**src/rtl/dmct_pkg.sv**
```systemverilog
// shared types, constants and helpers for the direct-mapped cache tracker
package dmct_pkg;

  localparam int LINES_DEF       = 1024;
  localparam int ADDR_WIDTH_DEF  = 32;
  localparam int ADDR_W          = 32;
  localparam int TAG_W           = 32;
  localparam int COUNT_W         = 32;
  localparam int CFG_DATA_W      = 4;
  localparam int CFG_INDEX_W     = 2;
  localparam logic [3:0] MAX_OFFSET_BITS = 4'd8;

  typedef enum logic [CFG_INDEX_W-1:0] {
    CFG_OFFSET_BITS   = 2'd0,
    CFG_INDEX_BITS    = 2'd1,
    CFG_WRITE_THROUGH = 2'd2
  } cfg_reg_t;

  typedef enum logic {
    CMD_READ  = 1'b0,
    CMD_WRITE = 1'b1
  } cmd_t;

  typedef struct packed {
    logic              command;
    logic [ADDR_W-1:0] address;
  } access_t;

  typedef struct packed {
    logic               hit;
    logic               memory_read;
    logic               memory_write;
    logic [COUNT_W-1:0] read_total;
    logic [COUNT_W-1:0] write_total;
    logic [COUNT_W-1:0] hit_total;
    logic [COUNT_W-1:0] miss_total;
  } result_t;

  // one line of the store
  typedef struct packed {
    logic             valid;
    logic             dirty;
    logic [TAG_W-1:0] tag;
  } line_t;

  // per-access counter increments
  typedef struct packed {
    logic       hit;
    logic       miss;
    logic       read;
    logic [1:0] writes;
  } cnt_inc_t;

  typedef struct packed {
    logic [COUNT_W-1:0] reads;
    logic [COUNT_W-1:0] writes;
    logic [COUNT_W-1:0] hits;
    logic [COUNT_W-1:0] misses;
  } totals_t;

  function automatic logic [COUNT_W-1:0] sat_add(input logic [COUNT_W-1:0] c,
                                                 input logic [1:0] n);
    logic [COUNT_W:0] s;
    s = {1'b0, c} + (COUNT_W+1)'(n);
    return s[COUNT_W] ? {COUNT_W{1'b1}} : s[COUNT_W-1:0];
  endfunction

endpackage

```
**src/rtl/dmct_addr_split.sv**
```systemverilog
// splits a byte address into set index and tag by the configured bit counts
module dmct_addr_split #(
  parameter int LINES      = dmct_pkg::LINES_DEF,
  parameter int ADDR_WIDTH = dmct_pkg::ADDR_WIDTH_DEF
) (
  input  logic [dmct_pkg::ADDR_W-1:0]          address,
  input  logic [3:0]                           offset_bits,
  input  logic [3:0]                           index_bits,
  output logic [((LINES > 1) ? $clog2(LINES) : 1)-1:0] set_idx,
  output logic [dmct_pkg::TAG_W-1:0]           tag
);

  localparam int IDX_W  = (LINES > 1) ? $clog2(LINES) : 1;
  localparam int IB_MAX = $clog2(LINES + 1) - 1;
  localparam logic [dmct_pkg::ADDR_W-1:0] AMASK = (ADDR_WIDTH >= dmct_pkg::ADDR_W) ?
      {dmct_pkg::ADDR_W{1'b1}} :
      dmct_pkg::ADDR_W'((64'd1 << ADDR_WIDTH) - 64'd1);

  logic [dmct_pkg::ADDR_W-1:0] addr_m;
  logic [dmct_pkg::ADDR_W-1:0] above;
  logic [dmct_pkg::ADDR_W-1:0] set_mask;
  logic [dmct_pkg::ADDR_W-1:0] set_full;
  logic [3:0]                  ob;
  logic [3:0]                  ib;
  logic [4:0]                  shift_total;

  always_comb begin
    addr_m      = address & AMASK;
    // oversized counts clamp
    ob          = (offset_bits > dmct_pkg::MAX_OFFSET_BITS) ? dmct_pkg::MAX_OFFSET_BITS
                                                           : offset_bits;
    ib          = ({1'b0, index_bits} > 5'(IB_MAX)) ? 4'(IB_MAX) : index_bits;
    above       = addr_m >> ob;
    set_mask    = (dmct_pkg::ADDR_W'(1) << ib) - dmct_pkg::ADDR_W'(1);
    set_full    = above & set_mask;
    set_idx     = set_full[IDX_W-1:0];
    shift_total = {1'b0, ob} + {1'b0, ib};
    tag         = dmct_pkg::TAG_W'(addr_m >> shift_total);
  end

endmodule

```
**config.mk**
```make
export PLATFORM = sky130hd
export DESIGN_NAME = dmct_addr_split
export DESIGN_NICKNAME = d
export VERILOG_FILES = /design/src/rtl/dmct_pkg.sv /design/src/rtl/dmct_addr_split.sv
export SDC_FILE = /design/constraint.sdc
export NUM_CORES = 1
export LEC_CHECK = 0
export BUFFER_PORTS_ARGS = -buffer_cell sky130_fd_sc_hd__buf_2
export CAP_MARGIN = 15
export CELL_PAD_IN_SITES_DETAIL_PLACEMENT = 0
export CELL_PAD_IN_SITES_GLOBAL_PLACEMENT = 1
export CORE_MARGIN = 10
export CORE_UTILIZATION = 40
export DETAILED_ROUTE_END_ITERATION = 10
export MAX_ROUTING_LAYER = met4
export PLACE_DENSITY_LB_ADDON = 0.05
export RECOVER_POWER = 50
export SLEW_MARGIN = 40
export SYNTH_ARGS = -nofsm -noshare
export SYNTH_HDL_FRONTEND = slang
export SYNTH_SLANG_ARGS = --single-unit
```
**constraint.sdc**
```tcl
create_clock -name vclk -period 5.8
set_input_delay 1.16 -clock vclk [all_inputs]
set_output_delay 1.16 -clock vclk [all_outputs]
set_load 0.02 [all_outputs]
```
==> results by group <==
Run status
  – Status: finished clean

Timing
  – F_max: about 190 MHz
  – Tightest Pin Transition: 0.7072 ns
  – Relative slew slack: 0.5211
  – Final setup violation count: 0
  – Final worst-path cycle share: 0.9295
  – RSZ-0062 raised after global routing: false
  – Setup TNS: 0 ns
  – Hold WS: 2.788 ns
  – Min Clock Period, post-route: approximately 5.4 ns
  – Final Hold Fails: 0
  – Max Slew Vio Count: 0

Cells and area
  – Layout cells sized above 1: 0.3299
  – Final Non-Filler Cells: around 470
  – Seq_cells: 0
  – Area grow syn2layout: 16.97%
  – Clock buffers: 0
  – NumNets Final: 441
  – Final-layout fill cell count: approximately 700
  – Sequential cell area: 0 sq um
  – Number of diodes: 0

Pwr
  – Clock power share: 0
  – Switching Fraction: 0.5993
  – Power Dens Cells: between 150 and 200 nW/um^2
  – Sw Pwr: between 300 and 400 uW
  – Worst vdd ir: 0.1041 mV
  – Fraction of power consumed by sequential logic: 0
  – Leak Pwr: roughly 0.0014 uW
  – Power consumption: roughly 590 uW
  – Cell-internal power: between 200 and 250 uW
  – Combinational Power Share: 1.000

Drt
  – WL/cell: between 20 and 25 microns
  – Drc violations: 0
  – Routed met2 length: 4425 microns
  – Via Count: roughly 3000
  – DRT Wirelength: between 9000 and 10000 microns
  – DR top layer: met3
  – Drt via density: 6.191
  – Antenna Violating Nets Remaining: 0
  – Drt pass-1 iters: 5
  – Met3 Routed Length: approximately 440 microns
  – Routed metal-1 wirelength: ~4800 microns
  – Starting DRT DRC Count: about 230

Worst setup path
  – Critical path's slowest cell: nor2_1
  – CP Capture Type: output port
  – Critical path required time: 4.64 ns
  – CP max FO: 21
  – CP arrival: 4.23 ns
  – Slowest cell delay on critical path: 0.56 ns
  – Crit. path cell count: 13
  – Critical Path Start: offset_bits[3]
  – Critical path type: primary input to output port
  – Crit path launch type: primary input
  – Worst path cell trace: clkbuf_1, nand2b_1, clkinv_1, buf_4, ha_1, a21oi_1, o22ai_1, a311o_1, clkbuf_2, nor2_1, a32oi_1, a21boi_0, buf_2
  – Setup crit end: tag[7]
  – Buf/Inv on CP: 5
  – CP top delay family: buffers and inverters

Yosys
  – Syn Area/Cell: around 8.3 sq um
  – Mapped Nets: 371
  – Most frequent cell after synthesis: mux2i_1
  – Share of the synthesized area in the top cell type: 0.2259
  – Post-Syn Area: 2691 sq um
  – Register area share after synthesis: 0
  – Post-synthesis instance total: 326
  – List of most frequent post-synthesis cells: 46 x mux2i_1, 35 x nand2_1, 35 x nor2_1, 27 x mux4_2, 23 x a21oi_1
  – Synth warn: 0
  – Area leader, netlist: mux4_2
  – Count of different cell masters after synthesis: 57
  – Dominant cells by area after synthesis: mux4_2 23%, mux2i_1 17%, nand2_1 4.9%

Clocking
  – Hold Buf Count CTS: 0
  – CTS resizes: 0
  – Post-CTS Setup Inserts: 0

Global route
  – Initial antenna violation count: 0
  – First-pass GRT wire length: 15090 microns
  – Number of global-route vias before repair: approximately 2800
  – All-layer global routing usage: 0.1800
  – Largest net degree at the start of global routing: 28
  – Total grt overflow: 0

Floorplan
  – Initial Util: 0.4167
  – Die Footprint: ~10000 sq um
  – Die X: between 100 and 150 microns
  – DIE HEIGHT: ~100 microns
  – Num rows: 29
  – IO Count: 82
  – Core area: about 6500 sq um

Min path
  – HP Class: primary input to output port

Placement
  – Detailed placer's ending HPWL: 7896 microns
  – I/O Buffers: 82
  – Final Wtd Congestion: roughly 0.90
  – Placed cell count: 471

Flow run
  – MaxCap Viol Count: 0
## per-layer routing
layer	global-route usage	vias to the layer above
met4	0	0
met2	0.2820	96
met1	0.2642	1409
met5	-	-
li1	-	1411
met3	0.009447	0
## power groups by stage
stage	logic (uW)	registers, uW	clock network [uW]
global placement	595	0	0
global route	636	0	0
CTS	594	0	0
finish	592	0	0
floorplan	418	0	0
detailed placement	592	0	0
## final cells by class
cell class                 instances  area [sq um]  share of cell area
inverter                           8         30.03            0.009539
tap                               77         96.34             0.03060
multi-input combinational        288          2500              0.7941
timing repair buffer              98         521.8              0.1657
## cells in the final DEF, fill, tap and decap left out, types with 8 or more instances in the layout
| master | synthesis | layout |
|---|---|---|
| mux4_2 | 27 | 27 |
| nand3_1 | 9 | 9 |
| nand2_1 | 35 | 35 |
| mux2i_1 | 46 | 46 |
| mux2_2 | 9 | 9 |
| nor2_1 | 35 | 35 |
| a21oi_1 | 23 | 23 |
| buf_2 | 4 | 70 |
| clkbuf_1 | 16 | 13 |
| buf_4 | 2 | 13 |
| o21ai_0 | 13 | 13 |
| o22ai_1 | 8 | 8 |
## per-stage QoR
stage                     setup slack, ns    util  instance area [sq um]
after detailed placement           0.6866  0.4917                   3176
after global routing               0.2348  0.4874                   3148
final                              0.4087  0.4874                   3148
after floorplan                    0.2243       -                   2691
after CTS                          0.6793  0.4917                   3176
after global placement             0.6791  0.4917                   3176
## kinds of logic (layout without fill, tap and decap cells)
logic type / count (synthesis) / after routing / synth area share
xor+xnor: 3 / 3 / 0.009765
buf+inv: 38 / 106 / 0.07159
fa+ha+maj: 5 / 5 / 0.02604
compound gates: 84 / 84 / 0.2232
simple gates: 109 / 109 / 0.1915
mux: 87 / 87 / 0.4779
## worst min-delay path, delay by kind of cell
family	cells	cell delay, ns
buffers and inverters	2	0.30
and+or+nand+nor	2	0.17
## worst min-delay path by stage
| stage | from | to | slack [ns] | cells past startpoint |
|---|---|---|---|---|
| after detailed placement | address[9] | set_idx[1] | 2.78 | 4 |
| after CTS | index_bits[3] | set_idx[8] | 2.77 | 4 |
| after global routing | address[31] | tag[31] | 2.83 | 4 |
| after floorplan | address[31] | tag[31] | 2.50 | 2 |
| final | address[9] | set_idx[1] | 2.79 | 4 |
| after global placement | index_bits[3] | set_idx[8] | 2.77 | 4 |
Note: power is estimated with default switching activity, not from simulation.
