<file path="src/rtl/dmct_pkg.sv">
// shared types, constants and helpers for the direct-mapped cache tracker
package dmct_pkg;

  localparam int LINES_DEF       = 1024;
  localparam int ADDR_WIDTH_DEF  = 32;
  localparam int ADDR_W          = 32;
  localparam int TAG_W           = 32;
  localparam int COUNT_W         = 32;
  localparam int CFG_DATA_W      = 4;
  localparam int CFG_INDEX_W     = 2;
  localparam logic [3:0] MAX_OFFSET_BITS = 4'd8;

  typedef enum logic [CFG_INDEX_W-1:0] {
    CFG_OFFSET_BITS   = 2'd0,
    CFG_INDEX_BITS    = 2'd1,
    CFG_WRITE_THROUGH = 2'd2
  } cfg_reg_t;

  typedef enum logic {
    CMD_READ  = 1'b0,
    CMD_WRITE = 1'b1
  } cmd_t;

  typedef struct packed {
    logic              command;
    logic [ADDR_W-1:0] address;
  } access_t;

  typedef struct packed {
    logic               hit;
    logic               memory_read;
    logic               memory_write;
    logic [COUNT_W-1:0] read_total;
    logic [COUNT_W-1:0] write_total;
    logic [COUNT_W-1:0] hit_total;
    logic [COUNT_W-1:0] miss_total;
  } result_t;

  // one line of the store
  typedef struct packed {
    logic             valid;
    logic             dirty;
    logic [TAG_W-1:0] tag;
  } line_t;

  // per-access counter increments
  typedef struct packed {
    logic       hit;
    logic       miss;
    logic       read;
    logic [1:0] writes;
  } cnt_inc_t;

  typedef struct packed {
    logic [COUNT_W-1:0] reads;
    logic [COUNT_W-1:0] writes;
    logic [COUNT_W-1:0] hits;
    logic [COUNT_W-1:0] misses;
  } totals_t;

  function automatic logic [COUNT_W-1:0] sat_add(input logic [COUNT_W-1:0] c,
                                                 input logic [1:0] n);
    logic [COUNT_W:0] s;
    s = {1'b0, c} + (COUNT_W+1)'(n);
    return s[COUNT_W] ? {COUNT_W{1'b1}} : s[COUNT_W-1:0];
  endfunction

endpackage

</file>
<file path="src/rtl/dmct_counters.sv">
// saturating traffic and hit/miss totals
module dmct_counters (
  input  logic               clk,
  input  logic               rst,
  input  logic               en,
  input  dmct_pkg::cnt_inc_t inc,
  output dmct_pkg::totals_t  totals_next
);

  dmct_pkg::totals_t totals;

  always_comb begin
    totals_next.reads  = dmct_pkg::sat_add(totals.reads, {1'b0, inc.read});
    totals_next.writes = dmct_pkg::sat_add(totals.writes, inc.writes);
    totals_next.hits   = dmct_pkg::sat_add(totals.hits, {1'b0, inc.hit});
    totals_next.misses = dmct_pkg::sat_add(totals.misses, {1'b0, inc.miss});
  end

  always_ff @(posedge clk) begin
    if (rst) begin
      totals <= '0;
    end else if (en) begin
      totals <= totals_next;
    end
  end

endmodule

</file>
<file path="config.mk">
export PLATFORM = sky130hd
export DESIGN_NAME = dmct_counters
export DESIGN_NICKNAME = d
export VERILOG_FILES = /design/src/rtl/dmct_pkg.sv /design/src/rtl/dmct_counters.sv
export SDC_FILE = /design/constraint.sdc
export NUM_CORES = 1
export LEC_CHECK = 0
export BUFFER_PORTS_ARGS = -buffer_cell sky130_fd_sc_hd__buf_2
export CAP_MARGIN = 0
export CORE_UTILIZATION = 50
export DETAILED_ROUTE_END_ITERATION = 16
export PLACE_DENSITY = 0.74
export SLEW_MARGIN = 30
export SYNTH_ARGS = -nofsm -noshare
export SYNTH_HDL_FRONTEND = slang
export SYNTH_SLANG_ARGS = --single-unit
</file>
<file path="constraint.sdc">
create_clock -name clk -period 2.5 [get_ports clk]
set_input_delay 0.25 -clock clk [delete_from_list [all_inputs] [get_ports clk]]
set_output_delay 0.25 -clock clk [all_outputs]
set_load 0.005 [all_outputs]
</file>
==> run summary <==
The H-tree depth came out at 4. Tracing the worst setup path back leads to its startpoint at totals[64]$_SDFFE_PP0P_. The reg-to-reg startpoint is totals[64]$_SDFFE_PP0P_. The largest fanout on the critical path is 3. The wire length reported by the detailed router came out at 34700 um. The final reports fail on negative setup slack. The count of nets left with antenna violations once routing finished came out at 0. The worst flop-to-flop path endpoint is totals[76]$_SDFFE_PP0P_. The post-place setup slack came out at -0.0749 ns. The area of the mapped netlist is 9160 um^2. The area of the core came out at 18000 um^2. The library cell with the largest summed area after synthesis is dfxtp_1. More flip-flops sit in one register than any other, and that register is totals. The library cell with the highest instance count after synthesis is nand2_1.

Each instance of the synthesized netlist takes up on average 7.33 um^2. The share of synthesized registers carrying an async set or reset came out at 0%. The clock group share of total power is 51.3%. Entering global routing, the biggest net connects 80 pins. The critical path goes through ha_4 > inv_2 > fa_2 > nand3b_1 > or4_4 > nor2_4 > nand2_2 > mux2_2 > buf_2. Counting cells, the worst reg-to-reg path comes to 11. The total power per unit cell area came out at 358 nW/um^2.

Dividing the final minimum period by the clock period gives 115%. The number of I/O port buffers came out at 135. Setup repair after global routing could not meet its margin everywhere. Clock-pin slew was measured on the worst setup and hold paths at 0.06 ns.

The total global routing track utilization came out at 31.8%. The starting utilization of the core area came out at 51.0%. The critical path in this run is classified as flip-flop to output port. The count of flip-flops with a built-in enable after synthesis is 0. The die width came out at 137 um. The row count is 49. The pre-antenna-repair detailed-routing pass consisted of 7 iterations.

The root buffer cell chosen for the clock tree is clkbuf_16. For this design, the slowest cell found on the critical path is or4_4. The share of post-route cells with drive strength above 1 is 41.2%. The worst-case clock skew came out at 0.0118 ns. Internal power comes to 3.70 mW. The max-slew headroom at the worst pin came out at 53.5%.

Combinational logic burns 6.2% of the power. The kind of path behind the tightest hold check is input port to flip-flop. The minimum setup slack in the final design is -0.363 ns.

The number of remaining DRC errors is 0. The path with the worst hold slack has its endpoint at totals[64]$_SDFFE_PP0P_. The sort of element at the end of the critical path is an output port. The die covers 18900 um^2. The layout overhead on the synthesized area is 47.4%. The wire length of the first global-routing pass came out at 47900 um. The number of diodes added for antenna fixing came out at 0. Summed over all nets, the half-perimeter wirelength after detailed placement is 18500 um.

For the worst setup path, the data required time is 2.25 ns. The worst-skew pair later-pin latency came out at 0.43 ns. The post-synthesis sequential area ratio is 28.0%. The instance count of the mapped netlist is 1250. The total via count after detailed routing is 11400.

The CTS tree is done. The highest achievable clock rate is 349 MHz. In the final layout, the registers with the most flip-flops are totals (128). The maximum vdd ir drop came out at 0.000477 V. The sort of element at the start of the critical path is a flip-flop. The number of antenna violations at the first check in global routing is 0. The switching fraction of total power is 23.5%. Synthesis produced a netlist with a net count of 1267.

In this run, flip-flops and latches consume 42.4% of the power. The final number of max-transition violations is 0. For the worst setup path, the data arrival time is 2.61 ns. For this run, the leading register cell type out of synthesis is dfxtp_1.

Setup violations remaining at the end of the flow were counted as 77. The shortest clock period the worst path allows after layout came out at 2.86 ns. The reported max-cap violation count is 0. The worst stage delay on the critical path came out at 0.58 ns. The transition time of the tightest slew-check pin is 0.693 ns. The final-report hold violation count came to 0. The register-to-register path setup slack is -0.03 ns. The number of global-route vias before repair came out at 9751. The buffer levels on the longest clock path is 2. The congestion estimate from routability-driven global placement came to 0.941.

The static leakage power is 5.91 nW. The die boundary height is 137 um. The total net switching power came out at 1.14 mW. For this design, the sink count on the clock tree is 128. In the final routed layout, each cell accounts on average for 19.8 um. Across all hold checks on the routed design, the worst slack comes to 0.248 ns. By count the netlist is led by nand2_1 (138), dfxtp_1 (128), nor2_1 (112), nor3_1 (95), clkbuf_1 (72). Pin placement for this block handled 136 I/O pins. The final net count came out at 1532. The number of clock buffers added by TritonCTS is 17. The share of the synthesized area in the top cell type is 28.0%. The Yosys step of the flow raised 0 warnings. The post-synthesis sequential element count came out at 128. The via-per-instance ratio came out at 6.49. The run finished, with violations left.

Ranked by total cell area, the synthesized netlist is headed by dfxtp_1 (28%), nand2_1 (5.7%), xnor2_1 (5.4%). The count of distinct cell types in the synthesized netlist is 68. The count of filler cells inserted in the layout is 1190. The number of flip-flops in the largest register came out at 128. The worst hold path was traced through 4 stages.

The worst hold path begins at inc[0]. The remaining global-route overflow is 0. In the final timing run, aggregate negative setup slack is -10.66 ns. In this run, the number of DRC markers left after iteration 0 of detailed routing was 1269.

The post-route total power came out at 4.84 mW.
-- cells by family after synthesis --
| kind of cell | after synthesis | share of synthesized area [%] |
|---|---|---|
| buffers and inverters | 140 | 6.75 |
| muxes | 8 | 0.943 |
| xor gates and xnor gates | 76 | 7.27 |
| and+or+nand+nor | 648 | 38.3 |
| adders and majority gates | 9 | 1.31 |
| AOI/OAI and AO/OA | 241 | 17.5 |
| DFF | 128 | 28.0 |
-- layout make-up --
type                       instances  area, um^2  area share (%)
inverter                          32         120           0.890
timing repair buffer             354        2720            20.1
clock inverter                     6        80.1           0.593
tap                              229         287            2.12
clock buffer                      26         489            3.62
multi-input combinational        982        7140            52.9
sequential                       128        2670            19.8
-- power by group through the flow --
| stage | logic (mW) | clock network [mW] | registers [mW] |
|---|---|---|---|
| 2_1_floorplan | 0.171 | 0 | 2.11 |
| 3_3_place_gp | 0.248 | 0 | 2.11 |
| 3_5_place_dp | 0.252 | 0 | 2.11 |
| 4_1_cts | 0.265 | 2.48 | 2.06 |
| 5_1_grt | 0.328 | 2.57 | 2.05 |
| 6_report | 0.302 | 2.48 | 2.05 |
-- what timing repair did --
item	in CTS	in global routing
resized for setup	197	179
hold endpoints to repair	0	0
pin swaps	45	54
hold buffers	0	0
endpoints found under the setup margin	130	130
buffers inserted	54	46
cloned	4	4
-- worst max path at each step --
stage | to | slack [ns] | cells past startpoint
final | totals_next[92] | -0.36 | 9
after global routing | totals_next[92] | -0.47 | 9
after CTS | totals_next[92] | -0.37 | 9
after detailed placement | totals[71]$_SDFFE_PP0P_ | -0.07 | 11
after global placement | totals[71]$_SDFFE_PP0P_ | -0.02 | 11
after floorplan | totals_next[10] | 0.06 | 8
-- critical path: cells and delay by family (launching register included) --
family,cells,cell delay [ns]
simple gates,4,0.94
fa+ha+maj,2,0.46
flops,1,0.35
mux,1,0.27
buf+inv,2,0.15
-- stage by stage --
| step | cells | area (um^2) | util [%] |
|---|---|---|---|
| after detailed placement | 1621 | 10500 | 58.6 |
| after global placement | 1621 | 10500 | 58.6 |
| after floorplan | 1250 | 9180 | - |
| after global routing | 1757 | 13500 | 75.1 |
| final | 1757 | 13500 | 75.1 |
| after CTS | 1711 | 12300 | 68.7 |
-- routing by layer --
layer / global-route usage, % / part of all wire (%)
met1: 40.1 / 39
met2: 51.9 / 47
met3: 5.92 / 9.3
met4: 15.9 / 5.0
met5: 0 / 0
-- placed cells by master, fill, tap and decap left out, types with 7 or more instances in the layout --
cell         n
nand2_4     13
buf_6       44
a31oi_1     28
o21a_1      15
nor3_4      10
nor2_4       7
buf_4      181
nor3_1      82
dfxtp_2     35
a21oi_1     58
buf_2      116
and4_1      28
dfxtp_1     76
nand2_1    103
nand3_1     47
and3_1      29
a311oi_1    19
o21ai_0     41
nor4_4      19
clkbuf_16   21
nand3_2      7
nor3_2       8
nand2_2     21
ha_4         7
nor4_1      14
dfxtp_4     17
and4b_1      7
a41oi_1      8
xnor2_1     51
inv_1       30
nand3_4      9
or4_4        8
xor2_1      18
and2_1      17
nor2_1     101
a211oi_1    14
nand4_1     52
Note: power is estimated with default switching activity, not from simulation.
